File: config.mk
export PLATFORM = sky130hd
export DESIGN_NAME = fat12_front
export DESIGN_NICKNAME = d
export VERILOG_FILES = /design/src/rtl/fat12_pkg.sv /design/src/rtl/fat12_front.sv
export SDC_FILE = /design/constraint.sdc
export NUM_CORES = 1
export LEC_CHECK = 0
export BUFFER_PORTS_ARGS = -buffer_cell sky130_fd_sc_hd__buf_2
export CORE_ASPECT_RATIO = 0.6
export CORE_MARGIN = 8
export CORE_UTILIZATION = 40
export DETAILED_ROUTE_END_ITERATION = 6
export PLACE_DENSITY_LB_ADDON = 0.12
export SYNTH_ARGS = -nofsm -noshare
export SYNTH_HDL_FRONTEND = slang
export SYNTH_SLANG_ARGS = --single-unit
File: constraint.sdc
create_clock -name clk -period 4.84 [get_ports clk]
set_input_delay 0.484 -clock clk [delete_from_list [all_inputs] [get_ports clk]]
set_output_delay 0.484 -clock clk [all_outputs]
set_load 0.005 [all_outputs]
File: src/rtl/fat12_pkg.sv
// fat12_pkg: shared constants and types for the FAT12 cluster chain writer.
// No dependencies.
`default_nettype none
package fat12_pkg;
  localparam int TableEntries = 4096;
  localparam int SectorBytes  = 512;
  localparam logic [11:0] EndMark    = 12'hFFF;
  localparam logic [12:0] SectorBase = 13'd31;

  typedef enum logic [1:0] {
    CMD_LOAD = 2'd0,
    CMD_BYTE = 2'd1,
    CMD_READ = 2'd2,
    CMD_NONE = 2'd3
  } cmd_t;

  typedef enum logic [1:0] {
    KIND_WRITE = 2'd0,
    KIND_DONE  = 2'd1,
    KIND_READ  = 2'd2,
    KIND_FULL  = 2'd3
  } kind_t;

  typedef struct packed {
    cmd_t        cmd;
    logic [11:0] idx;
    logic [11:0] val;
    logic [7:0]  dbyte;
    logic        last;
  } item_t;
endpackage
`default_nettype wire

File: src/rtl/fat12_front.sv
// fat12_front: input acceptance, classification and a two-entry item queue.
// Depends on fat12_pkg.
`default_nettype none
module fat12_front #(
  parameter int TableEntries = fat12_pkg::TableEntries
) (
  input  wire logic             clk,
  input  wire logic             rst,
  input  wire logic             in_valid,
  output logic                  in_ready,
  input  wire logic [1:0]       cmd_in,
  input  wire logic [11:0]      idx_in,
  input  wire logic [11:0]      val_in,
  input  wire logic [7:0]       dbyte_in,
  input  wire logic             last_in,
  output logic                  q_valid,
  input  wire logic             q_ready,
  output fat12_pkg::item_t      q_item
);
  fat12_pkg::item_t q [2];
  logic rd_ptr, wr_ptr;
  logic [1:0] count;
  fat12_pkg::item_t cls;
  logic push, pop, keep;

  always_comb begin
    cls.cmd   = fat12_pkg::cmd_t'(cmd_in);
    cls.idx   = idx_in;
    cls.val   = val_in;
    cls.dbyte = dbyte_in;
    cls.last  = last_in;
    // out-of-range index: a load is dropped, a read answers zero
    keep = (cmd_in != fat12_pkg::CMD_NONE);
    if ({20'd0, idx_in} >= 32'(TableEntries)) begin
      if (cmd_in == fat12_pkg::CMD_LOAD) keep = 1'b0;
    end
  end

  assign in_ready = (count != 2'd2);
  assign q_valid  = (count != 2'd0);
  assign q_item   = q[rd_ptr];
  assign push     = in_valid && in_ready && keep;
  assign pop      = q_valid && q_ready;

  always_ff @(posedge clk) begin
    if (push) q[wr_ptr] <= cls;
    if (rst) begin
      rd_ptr <= 1'b0;
      wr_ptr <= 1'b0;
      count  <= 2'd0;
    end else begin
      if (push) wr_ptr <= ~wr_ptr;
      if (pop) rd_ptr <= ~rd_ptr;
      count <= count + {1'b0, push} - {1'b0, pop};
    end
  end
endmodule
`default_nettype wire

Word-level counts from Yosys, hierarchy flattened --
Memories as Yosys holds them, arrays and structs flattened. A register that Yosys moved wholly into a read port is not among the register bits. Index checks and enable logic that the tools add are counted.
Word-level totals: bits in registers 4, RAM bits 70, input port bits 39, output and inout bits 37, word-level logic and storage cells 18, memories 1
Memories:
- q | words 2, bits a word 35, rd ports 1, clocked after memory_dff 1, wr ports 1, RTL line fat12_front.sv:20 | fat12_pkg::item_t q [2];
Cells by class: add/subtract/negate cells 2, equal/unequal tests 2, mux-type cells 4, bitwise logic cells 2, reduce and logical (&&, ||, !) cells 4
Operators by type and width (count):
- two-way mux 1 bit | 4
- != test 2 bit, second input constant | 2
- logical AND 1 bit | 3
- adder 2 x 1 -> 2 bit | 1
- NOT 1 bit | 2
- nonzero test 2 bit | 1
- subtractor 2 x 1 -> 2 bit | 1

Longest topological paths before layout --
word-level depth 5, gate-level depth with buffers 8, gate-level depth less buffers 8

Least setup slack after synthesis --
OpenSTA, ideal clock, no wires.
kind input port to flip-flop, from in cmd_in[0], to mem q[0][0] (netlist name), enable pin, setup time 0.427 ns, arrival 2.163 ns, required time 4.413 ns, slack 2.250 ns, stages 3, path buffers 0, cell sequence nand2_1 -> nand3_4 -> nor2_1
On the way: longest elaborated chain between the ends 4
Ends and longest elaborated chain:
- start: declaration | RTL line fat12_front.sv:11 | input wire logic [1:0] cmd_in,
- != test 2 bit | RTL line fat12_front.sv:33 | keep = (cmd_in != fat12_pkg::CMD_NONE);
- logical AND 1 bit | RTL line fat12_front.sv:42 | assign push = in_valid && in_ready && keep;
- two-way mux 1 bit | RTL line fat12_front.sv:46 | if (push) q[wr_ptr] <= cls;
- two-way mux 1 bit (implied by the code) | RTL line fat12_front.sv:46
- end: declaration | RTL line fat12_front.sv:20
Every way passes these cells.

==> impl_metrics.ini <==
[sta]
setup_tns_ns = 0
skew_ns = 0.00582
tightest_slew_ns = 1.15
grt_setup_unrepaired = no
finalHoldWorstSlack_ns = 0.349
hold_viol = 0
min_period_over_period_pct = 50.6
setup_violations = 0
max_freq_mhz = 409
maxSlewViolCount = 0
layout_min_cycle_time_ns = 2.45
maxSlewHeadroom_pct = 23.2
setup_ws_ns = 2.39

[setup_path]
crit_type = flop to output port
crit_arrival_ns = 1.96
cp_max_fo = 35
cp-start-kind = flop
cp-end-kind = output port
worstPathRequired_ns = 4.36

[outcome]
status = complete, no violations

[final_layout]
num-fill-cells = 592
final_nets = 259
final_cell_mix = buf_2 (75), edfxtp_1 (70), mux2_4 (31), clkbuf_16 (9)
final_util_pct = 51.6
multiInputGateArea_um2 = 673
fin_cells = 313
fin_area_um2 = 3700
area_growth_pct = 26.0
seq_area_um2 = 2200
layout_commonest_cell = buf_2
drive_above_1_share_pct = 59.0
antennaDiodeCount = 0

[route]
avgViaCountPerCell = 4.56
detail_route.iter0.violations = 85
dr.pass1.iters = 4
vias = 1426
wl_mm = 5.09
antenna_left = 0
remaining_drc_errors = 0
avgRoutedWirePerCell_um = 16.3

[floorplanning]
floorplan.rows = 24
fp.coreArea_um2 = 7180
start_util_pct = 41.0
ios = 76
dieArea_um2 = 10400
die_x_um = 127
die_y_um = 82.4

[placement]
io_buffers = 75
hpwl_mm = 3.56
gp_congestion = 0.632
dp_cells = 298
post_dp_cell_area_um2 = 3370
dp_slack_ns = 2.67

[clock_network]
cts_buffers = 9
worstSkewPairLatency_ns = 0.32
clkTransAtPathRegs_ns = 0.06
cts_tree = yes
post_cts_buffers = 0
ctsResizeCount = 0
hold_buffers = 0
clock_path_buffers = 2
htreeDepth = 3
clock-root-buffer = clkbuf_16
cts.sinks = 75

[worst_hold_path]
hold_class = input port to flop

[pwr]
p_leak_nw = 1.46
clockPowerShare_pct = 34.8
power_switching_share_pct = 23.0
internal-power_mw = 1.59
p_seq_share_pct = 43.7
power_switching_uw = 476
total_power_mw = 2.07
comb_power_share_pct = 21.5
power_density_nw_per_um2 = 558
ir_drop_uv = 235

[grt]
grt_max_degree = 36
grt_pass1_wl_mm = 7.96
antenna_found_initial = 0
gr-total-overflow = 0
grt_pass1_vias = 1674
grt.total_usage_pct = 10.3

[synth]
avgSynthCellArea_um2 = 21.6
ys_seq_area_share_pct = 74.9
yosys_warnings = 0
syn-cell-area_um2 = 2940
synth.distinct_cells = 19
synth_fp_nets = 177
syn_inst = 136
synth-seq-cells = 75

[run]
cap_violations = 0
power groups by stage:
stage / clock network [mW] / logic (mW) / registers (mW)
after global placement: 0 / 0.446 / 0.913
after global routing: 0.765 / 0.493 / 0.920
after detailed placement: 0 / 0.457 / 0.922
final: 0.719 / 0.445 / 0.904
after floorplan: 0 / 0.379 / 0.852
after CTS: 0.738 / 0.459 / 0.910
sequential cells by signal, indices dropped and copies added (netlist names), named ones only:
name / count
q: 70
count: 2
rd_ptr: 1
wr_ptr: 1
layout make-up:
cell class	count	area share (%)
clock inverter	6	2.84
multi-input combinational	55	18.2
clock buffer	9	6.08
tap	91	3.07
sequential	75	59.5
inverter	2	0.203
timing repair buffer	75	10.1
routing by layer:
layer  up-vias  part of all wire (%)  global-route usage [%]  routed length (µm)
met4         0                   1.1                    5.66                  54
met2        62                    51                    17.8                2580
met5         -                     0                       0                   0
met3         4                   7.8                    4.81                 399
li1        684                     -                       -                   -
met1       676                    40                    10.5                2060
Yosys cell counts:
cell type | count | area (µm²)
or2_2 | 1 | 6.26
ha_1 | 2 | 25.0
mux2_2 | 5 | 56.3
buf_6 | 1 | 11.3
buf_12 | 3 | 60.1
nor2b_1 | 1 | 6.26
o21a_2 | 1 | 8.76
nor3_1 | 1 | 5.00
nand2_1 | 1 | 3.75
nand2b_4 | 1 | 13.8
nor2_1 | 7 | 26.3
xor2_1 | 1 | 8.76
edfxtp_1 | 70 | 2100
xnor2_1 | 1 | 8.76
and2_1 | 1 | 6.26
dfxtp_1 | 5 | 100
mux2_4 | 31 | 465
inv_1 | 2 | 7.51
nand3_4 | 1 | 17.5
worst max-delay path, stage by stage, from the launching register on:
cell	delay [ns]
dfxtp_2	1.09
mux2_2	0.42
buf_2	0.13
cell families after synthesis:
family,Yosys count,share of synthesized area [%]
compound gates,1,0.298
flops,75,74.9
xor+xnor,2,0.596
buf+inv,6,2.68
mux,36,17.8
simple gates,14,2.90
fa+ha+maj,2,0.851
worst paths after layout:
kind | startpoint | endpoint | slack, ns | depth (start not counted)
setup / recovery | flop | q_item[3] | 2.39 | 2
hold / removal | val_in[7] | q[0][16]$_DFFE_PP_ | 0.35 | 1
setup reg to reg | count[0]$_SDFF_PP0_ | q[1][28]$_DFFE_PP_ | 3.01 | 3
hold reg to reg | rd_ptr$_SDFFE_PP0P_ | flop | 0.52 | 2
Note: power is estimated with default switching activity, not from simulation.
